### config.mk
export PLATFORM = sky130hd
export DESIGN_NAME = tt_ctrl
export DESIGN_NICKNAME = d
export VERILOG_FILES = /design/src/rtl/core/tt_pkg.sv /design/src/rtl/core/tt_ctrl.sv
export SDC_FILE = /design/constraint.sdc
export NUM_CORES = 1
export LEC_CHECK = 0
export BUFFER_PORTS_ARGS = -buffer_cell sky130_fd_sc_hd__buf_2
export CORE_UTILIZATION = 40
export CTS_BUF_LIST = sky130_fd_sc_hd__clkbuf_4
export DETAILED_ROUTE_END_ITERATION = 6
export GPL_TIMING_DRIVEN = 1
export PLACE_DENSITY = 0.72
export SYNTH_ARGS = -nofsm -noshare
export SYNTH_HDL_FRONTEND = slang
export SYNTH_SLANG_ARGS = --single-unit
### constraint.sdc
create_clock -name clock -period 2.1 [get_ports clock]
set_clock_uncertainty 0.2 [all_clocks]
set_input_delay 0.63 -clock clock [delete_from_list [all_inputs] [get_ports clock]]
set_output_delay 0.63 -clock clock [all_outputs]
set_load 0.02 [all_outputs]
### src/rtl/core/tt_pkg.sv
// ----------------------------------------------------------------------------
// tt_pkg
// shared constants, types and command structs for the triangle tangent core
// ----------------------------------------------------------------------------
package tt_pkg;

   localparam int FRAC_BITS   = 16;
   localparam int COORD_WIDTH = 32;
   localparam int DELTA_WIDTH = COORD_WIDTH + 1;
   localparam int WIDE_WIDTH  = 2 * COORD_WIDTH + 3;
   localparam int DIV_WIDTH   = WIDE_WIDTH + FRAC_BITS;
   localparam int CNT_WIDTH   = $clog2(DIV_WIDTH + 1);
   localparam int MUL_SEL_WIDTH = 3;

   typedef enum logic [3:0] {
      ST_IDLE,
      ST_MUL_DET0,
      ST_MUL_DET1,
      ST_DET_CHECK,
      ST_MUL_NUM0,
      ST_MUL_NUM1,
      ST_DIV_START,
      ST_DIV_RUN,
      ST_DIV_DONE,
      ST_OUTPUT
   } state_type;

   typedef struct packed {
      logic                     capture;
      logic                     mul_en;
      logic [MUL_SEL_WIDTH-1:0] mul_sel;
      logic [1:0]               comp;
      logic                     div_start;
      logic                     div_step;
      logic                     div_store;
      logic                     clear_clip;
   } cmd_type;

   typedef struct packed {
      logic det_zero;
      logic div_last;
   } status_type;

   localparam logic [MUL_SEL_WIDTH-1:0] SEL_DU1_DV2 = 3'd0;
   localparam logic [MUL_SEL_WIDTH-1:0] SEL_DU2_DV1 = 3'd1;
   localparam logic [MUL_SEL_WIDTH-1:0] SEL_DV2_E1  = 3'd2;
   localparam logic [MUL_SEL_WIDTH-1:0] SEL_DV1_E2  = 3'd3;

endpackage

### src/rtl/core/tt_ctrl.sv
// ----------------------------------------------------------------------------
// tt_ctrl
// sequencer: vertex phase, multiply steps and the divider loop per component
// ----------------------------------------------------------------------------
module tt_ctrl (
   input  logic                clock,
   input  logic                reset,
   input  logic                req_valid,
   output logic                req_ready,
   output logic                rsp_valid,
   input  logic                rsp_ready,
   output logic                load_vertex,
   output logic [1:0]          phase,
   output tt_pkg::cmd_type     cmd,
   input  tt_pkg::status_type  status,
   output logic                rsp_load,
   output logic                rsp_degen
);

   tt_pkg::state_type state_ff, state_in;
   logic [1:0] phase_ff, phase_in;
   logic [1:0] comp_ff, comp_in;
   logic       rsp_valid_ff, rsp_valid_in;

   always_ff @(posedge clock) begin
      if (reset) begin
         state_ff     <= tt_pkg::ST_IDLE;
         phase_ff     <= 2'd0;
         comp_ff      <= 2'd0;
         rsp_valid_ff <= 1'b0;
      end else begin
         state_ff     <= state_in;
         phase_ff     <= phase_in;
         comp_ff      <= comp_in;
         rsp_valid_ff <= rsp_valid_in;
      end
   end

   assign phase     = phase_ff;
   assign rsp_valid = rsp_valid_ff;

   always_comb begin
      state_in     = state_ff;
      phase_in     = phase_ff;
      comp_in      = comp_ff;
      rsp_valid_in = rsp_valid_ff;
      cmd          = '0;
      cmd.comp     = comp_ff;
      req_ready    = 1'b0;
      load_vertex  = 1'b0;
      rsp_load     = 1'b0;
      rsp_degen    = 1'b0;
      if (rsp_valid_ff && rsp_ready) begin
         rsp_valid_in = 1'b0;
      end
      case (state_ff)
         tt_pkg::ST_IDLE: begin
            req_ready = 1'b1;
            if (req_valid) begin
               load_vertex = 1'b1;
               if (phase_ff == 2'd1) begin
                  phase_in = 2'd2;
               end else if (phase_ff == 2'd2) begin
                  phase_in    = 2'd0;
                  cmd.capture = 1'b1;
                  state_in    = tt_pkg::ST_MUL_DET0;
               end else begin
                  phase_in = 2'd1;
               end
            end
         end
         tt_pkg::ST_MUL_DET0: begin
            cmd.mul_en  = 1'b1;
            cmd.mul_sel = tt_pkg::SEL_DU1_DV2;
            state_in    = tt_pkg::ST_MUL_DET1;
         end
         tt_pkg::ST_MUL_DET1: begin
            cmd.mul_en  = 1'b1;
            cmd.mul_sel = tt_pkg::SEL_DU2_DV1;
            cmd.clear_clip = 1'b1;
            comp_in     = 2'd0;
            state_in    = tt_pkg::ST_DET_CHECK;
         end
         tt_pkg::ST_DET_CHECK: begin
            if (status.det_zero) begin
               state_in = tt_pkg::ST_OUTPUT;
            end else begin
               state_in = tt_pkg::ST_MUL_NUM0;
            end
         end
         tt_pkg::ST_MUL_NUM0: begin
            cmd.mul_en  = 1'b1;
            cmd.mul_sel = tt_pkg::SEL_DV2_E1;
            state_in    = tt_pkg::ST_MUL_NUM1;
         end
         tt_pkg::ST_MUL_NUM1: begin
            cmd.mul_en  = 1'b1;
            cmd.mul_sel = tt_pkg::SEL_DV1_E2;
            state_in    = tt_pkg::ST_DIV_START;
         end
         tt_pkg::ST_DIV_START: begin
            cmd.div_start = 1'b1;
            state_in      = tt_pkg::ST_DIV_RUN;
         end
         tt_pkg::ST_DIV_RUN: begin
            cmd.div_step = 1'b1;
            if (status.div_last) begin
               state_in = tt_pkg::ST_DIV_DONE;
            end
         end
         tt_pkg::ST_DIV_DONE: begin
            cmd.div_store = 1'b1;
            if (comp_ff == 2'd2) begin
               state_in = tt_pkg::ST_OUTPUT;
            end else begin
               comp_in  = comp_ff + 2'd1;
               state_in = tt_pkg::ST_MUL_NUM0;
            end
         end
         tt_pkg::ST_OUTPUT: begin
            if (!rsp_valid_ff || rsp_ready) begin
               rsp_load     = 1'b1;
               rsp_degen    = status.det_zero;
               rsp_valid_in = 1'b1;
               state_in     = tt_pkg::ST_IDLE;
            end
         end
         default: begin
            state_in = tt_pkg::ST_IDLE;
         end
      endcase
   end

endmodule

---- After elaboration in Yosys (flattened, before gate mapping) ----
Cells that the tools add are included.
W data, S select, Z words.
operators by class
  $add $sub $neg .......................... 1
  eq/ne operators ......................... 18
  mux-type cells .......................... 31
  reduce and logical (&&, ||, !) cells .... 8
operators by type and width
  kind                   count
  $pmux W4 S10           1
  $mux W4                7
  $mux W1                19
  $eq A4 B3 Y1 const B   4
  $pmux W4 S4            1
  $ne A2 B2 Y1 const B   6
  $eq A4 B2 Y1 const B   2
  $eq A4 B4 Y1 const B   2
  $reduce_and A5 Y1      1
  $eq A2 B2 Y1 const B   2
  $eq A4 B1 Y1 const B   1
  $logic_not A4 Y1       1
  $mux W2                2
  $pmux W2 S2            1
  $reduce_and A2 Y1      2
  $add A2 B1 Y2 const B  1
  $eq A2 B1 Y1 const B   1
  $reduce_bool A2 Y1     1
  $logic_and A1 B1 Y1    1
  $logic_not A1 Y1       1
  $logic_or A1 B1 Y1     1
word-level totals
  bits in registers ....................... 9
  input port bits ......................... 6
  output and inout bits ................... 18
  logic and storage cells ................. 62

---- Logic depth before layout (Yosys ltp) ----
  word-level depth ........................ 5
  gate-level depth with buffers ........... 6
  mapped depth without buffers ............ 6

---- Worst setup path before layout ----
No wires, ideal clock.
  kind .................................... flip-flop to output port
  start point ............................. register state_ff[1]
  end point ............................... output cmd[6] (netlist name)
  arrival time ............................ 1.660 ns
  data required time ...................... 1.270 ns
  setup slack ............................. -0.390 ns
  cell stages (with the launch flop) ...... 4
  path buffers ............................ 1
  cells stage by stage .................... dfxtp_1 buf_4 nor4b_1 a21o_1
RTL lines
  element                 line           source
  start, declared         tt_ctrl.sv:20  tt_pkg::state_type state_ff, state_in;
  start signal, assigned  tt_ctrl.sv:27  state_ff <= tt_pkg::ST_IDLE;
  start signal, assigned  tt_ctrl.sv:32  state_ff <= state_in;
  end, declared           tt_ctrl.sv:14  output tt_pkg::cmd_type cmd,

==> flow_metrics.tcl <==
set metrics [dict create \
    outcome "complete, but fails checks" \
    violations "negative setup slack" \
    yosys_most_used_dff "sky130_fd_sc_hd__dfxtp_1" \
    clock_latency_on_the_worst_skew_pair_ns 0.25 \
    muxShareOfSynthArea 0.0161 \
    synth_enable_flop_cells 0 \
    grt_pass1_vias 671 \
    post-route-worst-setup-slack_ns -0.0824 \
    power.clock.fraction 0.110 \
    synth_sequential_area_ratio 0.289 \
    vdd_drop_max_uv 922 \
    globalRoute.totalOverflow 0 \
    yosys.area_share.xor_xnor 0.0281 \
    die_w_um 41.5 \
    synth_area_leaders "sky130_fd_sc_hd__dfxtp_1 29%, sky130_fd_sc_hd__ha_1 8.0%, sky130_fd_sc_hd__a21oi_1 5.6%, sky130_fd_sc_hd__nor2_1 5.4%, sky130_fd_sc_hd__nand2_1 4.2%" \
    synth_top_family_by_area "simple AND/OR/NAND/NOR gates" \
    detail_route.drc_violations 0 \
    p_seq_frac 0.241 \
    yosys_warnings 0 \
    post_synth_design_cell_area_um2 623 \
    final_period_minus_worst_setup_slack_ns 2.18 \
    timing_max_transition_violations_final 0 \
    global_route.peak_usage_layer "met2" \
    netlist-cell-type-count 37 \
    synth_top_cell_by_area "sky130_fd_sc_hd__dfxtp_1" \
    syn_nets 90 \
    power.combinational.fraction 0.649 \
    switching_share 0.411 \
    n_antenna_cell 0 \
    grt_antenna_before_repair 0 \
    dp.cells 120 \
    crit_required_ns 1.27 \
    cts_root_buf "sky130_fd_sc_hd__clkbuf_4" \
    grt_util_met2 0.366 \
    tritoncts "yes" \
    n_fill_cell 99 \
    port_buffers 22 \
    async_reset_ff_frac 0 \
    area_delta_synth_final_pct 64.5 \
    report.final.hold_viol_count 0 \
    final_net_count 130 \
    vias_per_cell 5.50 \
    critPathLaunchType "flop" \
    vias 737 \
    final.setup.tns_ns -0.355 \
    static-leakage-power_nw 0.503 \
    cts-buffers-inserted 3 \
    rsz_0062_raised_after_global_routing "true" \
    yosys_register_bits 9 \
    grtUsageMet3 0.0435 \
    globalplace.congestion 0.775 \
    critPathCaptureType "output port" \
    path_clk_slew_ns 0.05 \
    drt-wirelength-per-cell_um 13.3 \
    grt_max_degree 10 \
    mean_area_per_synthesized_cell_um2 7.79 \
    total_switching_power_mw 0.512 \
    arithmetic_cell_share_of_the_synthesized_area_counting_full_adders_half_adders_and_majority_gates 0.0803 \
    synth-compound-area-share 0.153 \
    power.internal_mw 0.733 \
    finalSetupViolations 7 \
    initial_utilization 0.456 \
    power_density_mw_per_mm2 1220 \
    max_freq_ghz 0.458 \
    yosysTopAreaCellShare 0.289 \
    worstHoldPathType "flop to flop" \
    maxCapViolations 0 \
    drt-initial-drc-count 14 \
    area_share_of_and_or_nand_nor_cells_after_synthesis 0.341 \
    rows 13 \
    ant_nets 0 \
    die_h_um 41.5 \
    gr-usage-all-layers 0.220 \
    postCtsHoldBufs 0 \
    boundaryPins 24 \
    worst_ep_arrival_time_ns 1.35 \
    detail_route.first_pass.iterations 4 \
    htree_num_levels 1 \
    timing.final.crit_share 1.04 \
    drt-total-wl_mm 1.79 \
    place.detailed.hpwl_mm 1.16 \
    die_area_mm2 0.00172 \
    layoutNonFillerInstCount 134 \
    floorplan.core_area_mm2 0.00137 \
    critPathKind "flop to output port" \
    synthCells 80 \
    cts.sinks 9 \
    path_max_fanout 7 \
    drive_above_1_share 0.521 \
    grt_pass1_wl_mm 2.89 \
    ctsLongestPathBuffers 2 \
    globalRouteMet1Util 0.258 \
]
==> metal layers <==
layer  vias up  wire [µm]  part of all wire
met3         6        116             0.065
met5         -          0                 0
met1       341        701              0.39
met4         0         25             0.014
met2        32        945              0.53
li1        358          -                 -
==> cells in the mapped netlist (2+ instances only) <==
cell,number
sky130_fd_sc_hd__dfxtp_1,9
sky130_fd_sc_hd__clkbuf_1,2
sky130_fd_sc_hd__nand3_1,2
sky130_fd_sc_hd__buf_4,2
sky130_fd_sc_hd__nand2_1,7
sky130_fd_sc_hd__nor2b_1,2
sky130_fd_sc_hd__ha_1,4
sky130_fd_sc_hd__nor2_1,9
sky130_fd_sc_hd__xor2_1,2
sky130_fd_sc_hd__and3_1,2
sky130_fd_sc_hd__inv_1,6
sky130_fd_sc_hd__nand2b_1,2
sky130_fd_sc_hd__a21oi_1,7
==> sequential cells by signal (all words and copies together) (netlist names) <==
name       cells
comp_ff        2
phase          2
state_ff       4
rsp_valid      1
==> area by class of cell <==
class,count,area [µm²],area share
timing repair buffer,41,300,0.293
sequential,9,193,0.188
clock buffer,4,30.0,0.0293
tap,15,18.8,0.0183
inverter,6,22.5,0.0220
multi-input combinational,59,460,0.449
==> path summary, 6_finish.rpt <==
path / cells past startpoint / slack (ns) / to / from
setup / recovery: 3 / -0.08 / cmd[1] / state_ff[0]
hold reg to reg: 2 / 0.31 / phase[0] / phase[0]
hold / removal: 2 / 0.31 / phase[0] / phase[0]
setup reg to reg: 5 / 0.25 / comp_ff[0] / state_ff[0]
==> worst max-delay path, cell delays in order, from the launching register on <==
cell	delay [ns]
sky130_fd_sc_hd__dfxtp_4	0.39
sky130_fd_sc_hd__or4b_4	0.54
sky130_fd_sc_hd__inv_2	0.07
sky130_fd_sc_hd__buf_6	0.10
==> cells by family (layout without fill, tap and decap cells) <==
kind of cell	count (synthesis)	count (layout)
buffers and inverters	12	51
multiplexers	1	1
other	1	1
XOR/XNOR	2	2
adder cells (fa/ha/maj)	4	4
flip-flops	9	9
AO/OA/AOI/OAI	15	15
AND/OR/NAND/NOR	36	36
==> power by group through the flow <==
stage	sequential (mW)	clock, mW	combinational (mW)
detailed placement	0.277	0	0.530
finish	0.300	0.137	0.808
global placement	0.272	0	0.517
floorplan	0.261	0	0.371
CTS	0.291	0.143	0.770
global route	0.306	0.157	0.871
==> layout by cell type (no fill, tap or decap), drive strengths merged, types with 2 or more instances in the layout <==
| cell type | count |
|---|---|
| nor2 | 9 |
| and3 | 2 |
| clkbuf | 4 |
| buf | 41 |
| nand2 | 7 |
| inv | 6 |
| nor4 | 2 |
| nand3 | 2 |
| xor2 | 2 |
| a21oi | 7 |
| nand2b | 2 |
| ha | 4 |
| nor2b | 2 |
| dfxtp | 9 |
==> stage by stage <==
step	util	area, µm²	total power, mW	hold WS (ns)	setup WS [ns]
after floorplan	-	647	0.632	0.341	-0.103
final	0.750	1020	1.25	0.310	-0.0824
after global routing	0.750	1020	1.33	0.324	-0.157
after CTS	0.738	1010	1.20	0.294	-0.0881
after detailed placement	0.594	812	0.807	0.286	-0.101
after global placement	0.594	812	0.790	0.281	-0.0704
==> timing repair <==
item | in CTS | in global routing
resized for setup | 27 | 6
cloned | 0 | 0
endpoints found under the setup margin | 11 | 12
setup buffers | 10 | 0
pin swaps | 3 | 5
Power figures use the tool's default switching activity.
